$ cat src/hdbn_pkg.sv
// Shared constants and types for the HDBn line decoder
package hdbn_pkg;

    localparam int MAX_ORDER   = 4;
    localparam int MIN_ORDER   = 2;
    localparam int MAX_RESULTS = MAX_ORDER + 1;
    localparam int ORDER_W     = 3;
    localparam logic [ORDER_W-1:0] ORDER_RESET = 3'd3;

    localparam int HCNT_W    = $clog2(MAX_ORDER + 1);
    localparam int RCNT_W    = $clog2(MAX_RESULTS + 1);
    localparam int BUF_DEPTH = MAX_RESULTS + 3;
    localparam int BCNT_W    = $clog2(BUF_DEPTH + 1);
    localparam int BUF_ROOM  = BUF_DEPTH - MAX_RESULTS;

    typedef enum logic {
        POL_NEG = 1'b0,
        POL_POS = 1'b1
    } pol_t;

    typedef struct packed {
        logic pos_pulse;
        logic neg_pulse;
        logic message_end;
    } sym_req_t;

    typedef struct packed {
        logic decoded_bit;
        logic last_of_run;
    } res_t;

    typedef struct packed {
        res_t [MAX_RESULTS-1:0] item;
        logic [RCNT_W-1:0]      cnt;
    } res_batch_t;

endpackage

$ cat src/hdbn_sym_dec.sv
// Symbol decode: violation handling, held-bit delay line and result batch
module hdbn_sym_dec
    import hdbn_pkg::*;
(
    input  logic               clk,
    input  logic               rst_n,
    input  logic               adv,
    input  sym_req_t           sym,
    input  logic [ORDER_W-1:0] order,
    output res_batch_t         batch
);

    logic [MAX_ORDER-1:0] held_reg, held_next;
    logic [HCNT_W-1:0]    hcnt_reg, hcnt_next;
    pol_t                 pol_reg, pol_next;

    logic                 sym_nz;
    logic                 viol;
    logic                 dbit;
    logic [MAX_ORDER-1:0] cleared;
    int                   n_i;
    int                   hc_i;
    int                   emit_i;

    // Clamp the order into the supported range
    always_comb
    begin
        n_i = int'(order);
        if (n_i < MIN_ORDER)
            n_i = MIN_ORDER;
        if (n_i > MAX_ORDER)
            n_i = MAX_ORDER;
    end

    // Classify the symbol against the last pulse polarity
    assign sym_nz = sym.pos_pulse ^ sym.neg_pulse;
    assign viol   = sym_nz && (pol_t'(sym.pos_pulse) == pol_reg);
    assign dbit   = sym_nz && !viol;
    assign hc_i   = int'(hcnt_reg);
    assign emit_i = (hc_i >= n_i) ? (hc_i - n_i + 1) : 0;

    // Drop the most recent held bits on a violation
    always_comb
    begin
        for (int i = 0; i < MAX_ORDER; i++)
        begin
            cleared[i] = held_reg[i] & ~(viol && (i < hc_i) && (i + n_i >= hc_i));
        end
    end

    // Build the batch of results released by this symbol
    always_comb
    begin
        for (int j = 0; j < MAX_RESULTS; j++)
        begin
            if ((j < MAX_ORDER) && (j < hc_i))
                batch.item[j].decoded_bit = cleared[j];
            else
                batch.item[j].decoded_bit = dbit;
            batch.item[j].last_of_run = sym.message_end && (j == hc_i);
        end
        if (sym.message_end)
            batch.cnt = RCNT_W'(hcnt_reg) + RCNT_W'(1);
        else
            batch.cnt = RCNT_W'(emit_i);
    end

    // Advance the delay line and polarity
    always_comb
    begin
        held_next = '0;
        hcnt_next = '0;
        pol_next  = POL_NEG;
        if (!sym.message_end)
        begin
            for (int i = 0; i < MAX_ORDER; i++)
            begin
                if ((i + emit_i < hc_i) && (i + emit_i < MAX_ORDER))
                    held_next[i] = cleared[i + emit_i];
                else if (i + emit_i == hc_i)
                    held_next[i] = dbit;
                else
                    held_next[i] = 1'b0;
            end
            hcnt_next = HCNT_W'(hc_i - emit_i + 1);
            pol_next  = dbit ? pol_t'(sym.pos_pulse) : pol_reg;
        end
    end

    // Hold state until a symbol advances
    always_ff @(posedge clk or negedge rst_n)
    begin
        if (!rst_n)
        begin
            held_reg <= '0;
            hcnt_reg <= '0;
            pol_reg  <= POL_NEG;
        end
        else if (adv)
        begin
            held_reg <= held_next;
            hcnt_reg <= hcnt_next;
            pol_reg  <= pol_next;
        end
    end

endmodule

$ cat src/hdbn_res_buf.sv
// Result buffer: takes a batch of results per cycle on push, releases one per cycle on pop
module hdbn_res_buf
    import hdbn_pkg::*;
(
    input  logic       clk,
    input  logic       rst_n,
    input  logic       push,
    input  res_batch_t batch,
    input  logic       pop,
    output logic       room,
    output logic       out_valid,
    output res_t       head
);

    res_t [BUF_DEPTH-1:0] q_reg, q_next;
    logic [BCNT_W-1:0]    cnt_reg, cnt_next;
    int                   base_i;
    int                   j;

    assign base_i = int'(cnt_reg) - (pop ? 1 : 0);

    // Shift out the head on a pop and append the new batch behind the rest
    always_comb
    begin
        j = 0;
        for (int i = 0; i < BUF_DEPTH; i++)
        begin
            if (pop && (i + 1 < BUF_DEPTH))
                q_next[i] = q_reg[i + 1];
            else
                q_next[i] = q_reg[i];
            j = i - base_i;
            if (push && (j >= 0) && (j < int'(batch.cnt)) && (j < MAX_RESULTS))
                q_next[i] = batch.item[j];
        end
        cnt_next = cnt_reg - BCNT_W'(pop) + (push ? BCNT_W'(batch.cnt) : BCNT_W'(0));
    end

    // Hold the entry count
    always_ff @(posedge clk or negedge rst_n)
    begin
        if (!rst_n)
            cnt_reg <= '0;
        else
            cnt_reg <= cnt_next;
    end

    // Hold the entries
    always_ff @(posedge clk)
    begin
        q_reg <= q_next;
    end

    assign room      = (int'(cnt_reg) <= BUF_ROOM);
    assign out_valid = (cnt_reg != '0);
    assign head      = q_reg[0];

endmodule

$ cat src/hdbn_line_decoder.sv
// A symbol in the input register enters the result buffer when it advances; its bits leave
// after the order-n hold. Throughput: one symbol per cycle unless in_stall is high;
// one bit per cycle leaves the result buffer unless out_stall is high. Input stalls while the
// eight-entry buffer holds over three, leaving room for a message end (up to five bits).
// Reset (rst_n low, asynchronous): buffers empty, no bits held, polarity negative, order 3.
// Top level of the HDBn line decoder
module hdbn_line_decoder
    import hdbn_pkg::*;
(
    input  logic               clk,
    input  logic               rst_n,
    input  logic               in_valid,
    output logic               in_stall,
    input  logic               pos_pulse,
    input  logic               neg_pulse,
    input  logic               message_end,
    input  logic               order_we,
    input  logic [ORDER_W-1:0] order_wdata,
    output logic               out_valid,
    input  logic               out_stall,
    output logic               decoded_bit,
    output logic               last_of_run
);

    logic [ORDER_W-1:0] order_reg;
    logic               sym_vld_reg;
    sym_req_t           sym_reg;
    logic               room;
    logic               adv;
    logic               pop;
    res_batch_t         batch;
    res_t               head;

    // Hold the code order register
    always_ff @(posedge clk or negedge rst_n)
    begin
        if (!rst_n)
            order_reg <= ORDER_RESET;
        else if (order_we)
            order_reg <= order_wdata;
    end

    // Advance the input request when the result buffer has room for a full batch
    assign adv      = sym_vld_reg && room;
    assign in_stall = sym_vld_reg && !room;

    always_ff @(posedge clk or negedge rst_n)
    begin
        if (!rst_n)
            sym_vld_reg <= 1'b0;
        else if (!in_stall)
            sym_vld_reg <= in_valid;
    end

    always_ff @(posedge clk)
    begin
        if (in_valid && !in_stall)
        begin
            sym_reg.pos_pulse   <= pos_pulse;
            sym_reg.neg_pulse   <= neg_pulse;
            sym_reg.message_end <= message_end;
        end
    end

    hdbn_sym_dec u_dec (
        .clk   (clk),
        .rst_n (rst_n),
        .adv   (adv),
        .sym   (sym_reg),
        .order (order_reg),
        .batch (batch)
    );

    // Drop the head result once the request is taken
    assign pop = out_valid && !out_stall;

    hdbn_res_buf u_buf (
        .clk       (clk),
        .rst_n     (rst_n),
        .push      (adv),
        .batch     (batch),
        .pop       (pop),
        .room      (room),
        .out_valid (out_valid),
        .head      (head)
    );

    assign decoded_bit = head.decoded_bit;
    assign last_of_run = head.last_of_run;

endmodule

$ cat config.mk
export PLATFORM = sky130hd
export DESIGN_NAME = hdbn_line_decoder
export DESIGN_NICKNAME = d
export VERILOG_FILES = /design/src/hdbn_pkg.sv /design/src/hdbn_sym_dec.sv /design/src/hdbn_res_buf.sv /design/src/hdbn_line_decoder.sv
export SDC_FILE = /design/constraint.sdc
export NUM_CORES = 1
export LEC_CHECK = 0
export BUFFER_PORTS_ARGS = -buffer_cell sky130_fd_sc_hd__buf_2
export CAP_MARGIN = 15
export CORE_ASPECT_RATIO = 1.5
export CORE_UTILIZATION = 50
export DETAILED_ROUTE_END_ITERATION = 6
export GPL_TIMING_DRIVEN = 0
export PLACE_DENSITY = 0.66
export SETUP_SLACK_MARGIN = 0.15
export SLEW_MARGIN = 15
export SYNTH_ARGS = -nofsm -noshare
export SYNTH_HDL_FRONTEND = slang
export SYNTH_SLANG_ARGS = --single-unit
$ cat constraint.sdc
create_clock -name clk -period 8.1 [get_ports clk]
set_input_delay 2.025 -clock clk [delete_from_list [all_inputs] [get_ports clk]]
set_output_delay 2.025 -clock clk [all_outputs]
set_load 0.1 [all_outputs]
; ---- Word level (Yosys, flattened, before mapping)
; Index checks and enable logic that the tools add are counted.
[op_classes]
n_eq_ne = 9
mux = 72
magnitude_cmp = 56
reduce_logical = 62
bitwise_logic = 9
add_sub_neg = 22
[op_table]
columns = op, n
row1 = $lt A32 B4 Y1 const B, 16
row2 = $lt A32 B4 Y1, 12
row3 = $ge A32 B1 Y1 const B, 8
row4 = $lt A32 B5 Y1 const B, 8
row5 = $add A3 B32 Y32 const A, 4
row6 = $eq A32 B4 Y1, 4
row7 = $ge A32 B4 Y1, 4
row8 = $sub A4 B32 Y32 const A, 4
row9 = $add A2 B32 Y32 const A, 2
row10 = $mux W32, 2
row11 = $sub A3 B32 Y32 const A, 2
row12 = $mux W2, 30
row13 = $bmux W2 S3, 8
row14 = $logic_and A1 B1 Y1, 47
row15 = $add A32 B2 Y32 const B, 1
row16 = $ge A4 B32 Y1, 1
row17 = $logic_not A32 Y1, 1
row18 = $sub A1 B32 Y32 const A, 1
row19 = $sub A2 B32 Y32 const A, 1
row20 = $sub A4 B32 Y32, 1
row21 = $sub A5 B32 Y32, 1
row22 = $mux W1, 23
row23 = $reduce_bool A2 Y1, 8
row24 = $mux W3, 4
row25 = 21 further kinds, 37
[totals]
regBits = 35
elab_cells = 255

; ---- Longest topological paths before layout
[depth]
depth_word = 14
depth_mapped = 20

; ---- By module
; A second synthesis with hierarchy kept.
[unflattened]
hier_cells = 521
area_unflattened_um2 = 4546.9
[by_module_without_submodules]
columns = mod, cells_per_inst, n_inst, area_each_um2, seq_area_each_um2
row1 = hdbn_res_buf, 270, 1, 2431.1, 580.6
row2 = hdbn_sym_dec, 235, 1, 1846.8, 200.2
row3 = hdbn_line_decoder, 16, 1, 269.0, 192.7

; ---- Least setup slack after synthesis
; OpenSTA, ideal clock, no wires.
[synth_path]
path_kind = in2reg
from = input port out_stall
to = register u_buf.q_reg[11] (netlist bit), data pin
arrival_ns = 5.173
setup_slack_ns = 2.663
t_required_ns = 7.836
setup_ns = 0.264
path_buffers = 3
path_stages = 15
cell_sequence = or2_2 > clkbuf_1 > inv_1 > ha_1 > ha_1 > buf_2 > xor2_2 > clkbuf_1 > ha_1 > inv_1 > ha_1 > or4_4 > a211oi_4 > o31a_1 > a31oi_1
[synth_rtl]
columns = element, line
row1 = from (decl), hdbn_line_decoder.sv:20  ; input logic out_stall,
row2 = to (signal assigned), hdbn_res_buf.sv:51  ; q_reg <= q_next;
row3 = to (decl), hdbn_res_buf.sv:15  ; res_t [BUF_DEPTH-1:0] q_reg, q_next;

==> metrics.yaml <==
outcome:
  outcome: "finished, final reports clean"
synthesis:
  synth_area_per_cell_um2: 8.38
  yosys-top-cells-area: "ha_1 (19%), edfxtp_1 (12%), dfrtp_1 (7.2%), inv_1 (4.2%), a21oi_1 (3.8%)"
  yosys_warnings: 0
  synthArstFlopShare_pct: 45.7
  synth_edf_count: 19
  synth_top_area_share_pct: 18.6
  synth_top_cell_by_area: "ha_1"
  yosysMostFrequentCell: "ha_1"
  ys_ff_latch: 35
  synthCells: 579
  syn_area_mm2: 0.00485
  synth-main-ff-cell: "edfxtp_1"
  yosysSeqAreaShare_pct: 20.1
  ys_top_cells_by_count: "ha_1 (72), inv_1 (54), a21oi_1 (37)"
  syn-num-nets: 666
  synth.distinct_cells: 82
flow_run:
  drv_cap: 0
grt:
  grt_pass1_vias: 4406
  grt_usage_pct: 30.0
  grt_max_degree: 17
  grt_overflow: 0
  antenna_found_initial: 0
  grt_pass1_wl_um: 22600
clocking:
  clockBufferDepth: 2
  clk_latency_ns: 0.29
  postCtsHoldBufs: 0
  cts_buffers: 5
  path_clk_slew_ns: 0.06
  clock_sinks: 35
  postCtsSetupBuffers: 0
  cts_resized: 0
  cts_tree: "yes"
  htreeDepth: 2
  clock-root-buffer: "clkbuf_16"
drt:
  first_pass_iters: 5
  wl_met2_um: 7380
  drc: 0
  highest_layer: "met4"
  met3_length_um: 474
  routedLengthMet1_um: 5450
  vias_per_cell: 6.45
  ant_nets: 0
  wl_per_cell_um: 19.8
  drt_iter0_drc: 348
  drt-total-wl_um: 14100
  vias: 4596
sta:
  finalMaxSlewViolations: 0
  fin_crit_sh_pct: 74.8
  tightest_slew_ns: 0.784
  maxSlewHeadroom_pct: 46.4
  tns_ns: 0
  min_period_ns: 6.05
  max_freq_ghz: 0.165
  final-hold-violation-count: 0
  fin_skew_ns: 0.0127
  rsz0062_at_grt: "false"
  setup_viol: 0
floorplanning:
  initial_utilization_pct: 51.8
  die_h_um: 123
  placementRows: 43
  core_mm2: 0.00936
  num_io_pins: 15
  die_w_um: 82.4
  die_area_mm2: 0.0101
place:
  io_buffers: 14
  dpl.hpwl_um: 11300
  gp_congestion: 0.902
setup_path:
  crit_arrival_ns: 6.06
  critPathLaunchType: "primary input"
  crit_type: "primary input to flop"
  end_kind: "flop"
  reg2regPathDepth: 17
  cp_max_fo: 11
  cp.required_ns: 8.10
final_layout:
  syn_to_final_growth_pct: 7.32
  final_nets: 687
  diodes: 0
  largest_reg_flops: 14
  drive_gt1_share_pct: 10.6
hold_path:
  hp-class: "flop to flop"
  hold_depth: 2
==> metrics by stage <==
stage | area (um^2) | utilization (%) | cells | hold WS, ns | setup WS, ns
after floorplan | 4850 | - | 579 | 0.494 | 2.66
after global placement | 5060 | 54.1 | 705 | 0.507 | 1.76
after detailed placement | 5060 | 54.1 | 705 | 0.516 | 1.81
after CTS | 5210 | 55.6 | 713 | 0.530 | 2.09
after global routing | 5210 | 55.6 | 713 | 0.561 | 1.80
final | 5210 | 55.6 | 713 | 0.529 | 2.05
==> critical path: stages <==
cell and delay, ns:
buf_2 0.07, or2_2 0.09, clkbuf_1 0.36, inv_1 0.22, ha_1 0.28, ha_1 0.55, inv_1 0.34, ha_1 0.41
inv_1 0.16, ha_1 0.25, or2_2 0.29, o31a_1 0.10, o41ai_1 0.12, o2111ai_1 0.37, nor3_1 0.28, a32oi_1 0.13
==> layer usage <==
| layer | vias to the layer above | GRT usage, % |
|---|---|---|
| li1 | 2197 | - |
| met1 | 2188 | 33.4 |
| met2 | 154 | 53.0 |
| met3 | 57 | 3.64 |
| met4 | 0 | 17.9 |
| met5 | - | 0 |
==> path summary, 6_finish.rpt <==
| kind | from | endpoint | slack (ns) |
|---|---|---|---|
| max in group asynchronous | rst_n | order_reg[0] | 6.12 |
| hold / removal | u_buf.q_reg[6] | u_buf.q_reg[4] | 0.53 |
| setup / recovery | out_stall | u_buf.q_reg[9] | 2.05 |
| setup reg to reg | u_buf.cnt_reg[2] | u_buf.q_reg[9] | 2.79 |
| min in group asynchronous | rst_n | u_dec.held_reg[1] | 1.66 |
| hold reg to reg | u_buf.q_reg[6] | u_buf.q_reg[4] | 0.53 |
==> cells by family after synthesis <==
| logic type | synth area share (%) |
|---|---|
| AO/OA/AOI/OAI | 24.4 |
| AND/OR/NAND/NOR | 21.4 |
| multiplexers | 3.71 |
| buffers and inverters | 6.88 |
| XOR/XNOR | 3.27 |
| adder cells (fa/ha/maj) | 20.2 |
| flip-flops | 20.1 |
==> cell usage in the layout, fill, tap and decap left out, types with 5 or more instances in the layout <==
cell type   n
a2111oi_0   7
a211oi_1    7
a21o_1      6
a21oi_1    37
a31oi_1    11
and2_1      6
and3_1      9
buf_2      20
clkbuf_1   15
clkbuf_16   5
dfrtp_1    14
edfxtp_1   19
ha_1       72
inv_1      54
mux2_2      6
mux2i_1     9
nand2_1    36
nand2b_1   13
nand3_1    12
nand3b_1    5
nand4_1     5
nor2_1     35
nor2b_1    12
nor3_1     17
nor4_1      6
o211ai_1    6
o21ai_0    23
or2_2       8
xnor2_1     7
==> cell type report <==
type                       count  area [um^2]
clock inverter                 3         20.0
fill                         890         4150
inverter                      57          214
sequential                    35          973
timing repair buffer          14         70.1
clock buffer                   5          125
multi-input combinational    461         3550
tap                          112          140
buffer                        26          120
Power is left out: the tool's default activity adds up to more than one toggle a clock period on the data nets, which glitch-free logic cannot reach.
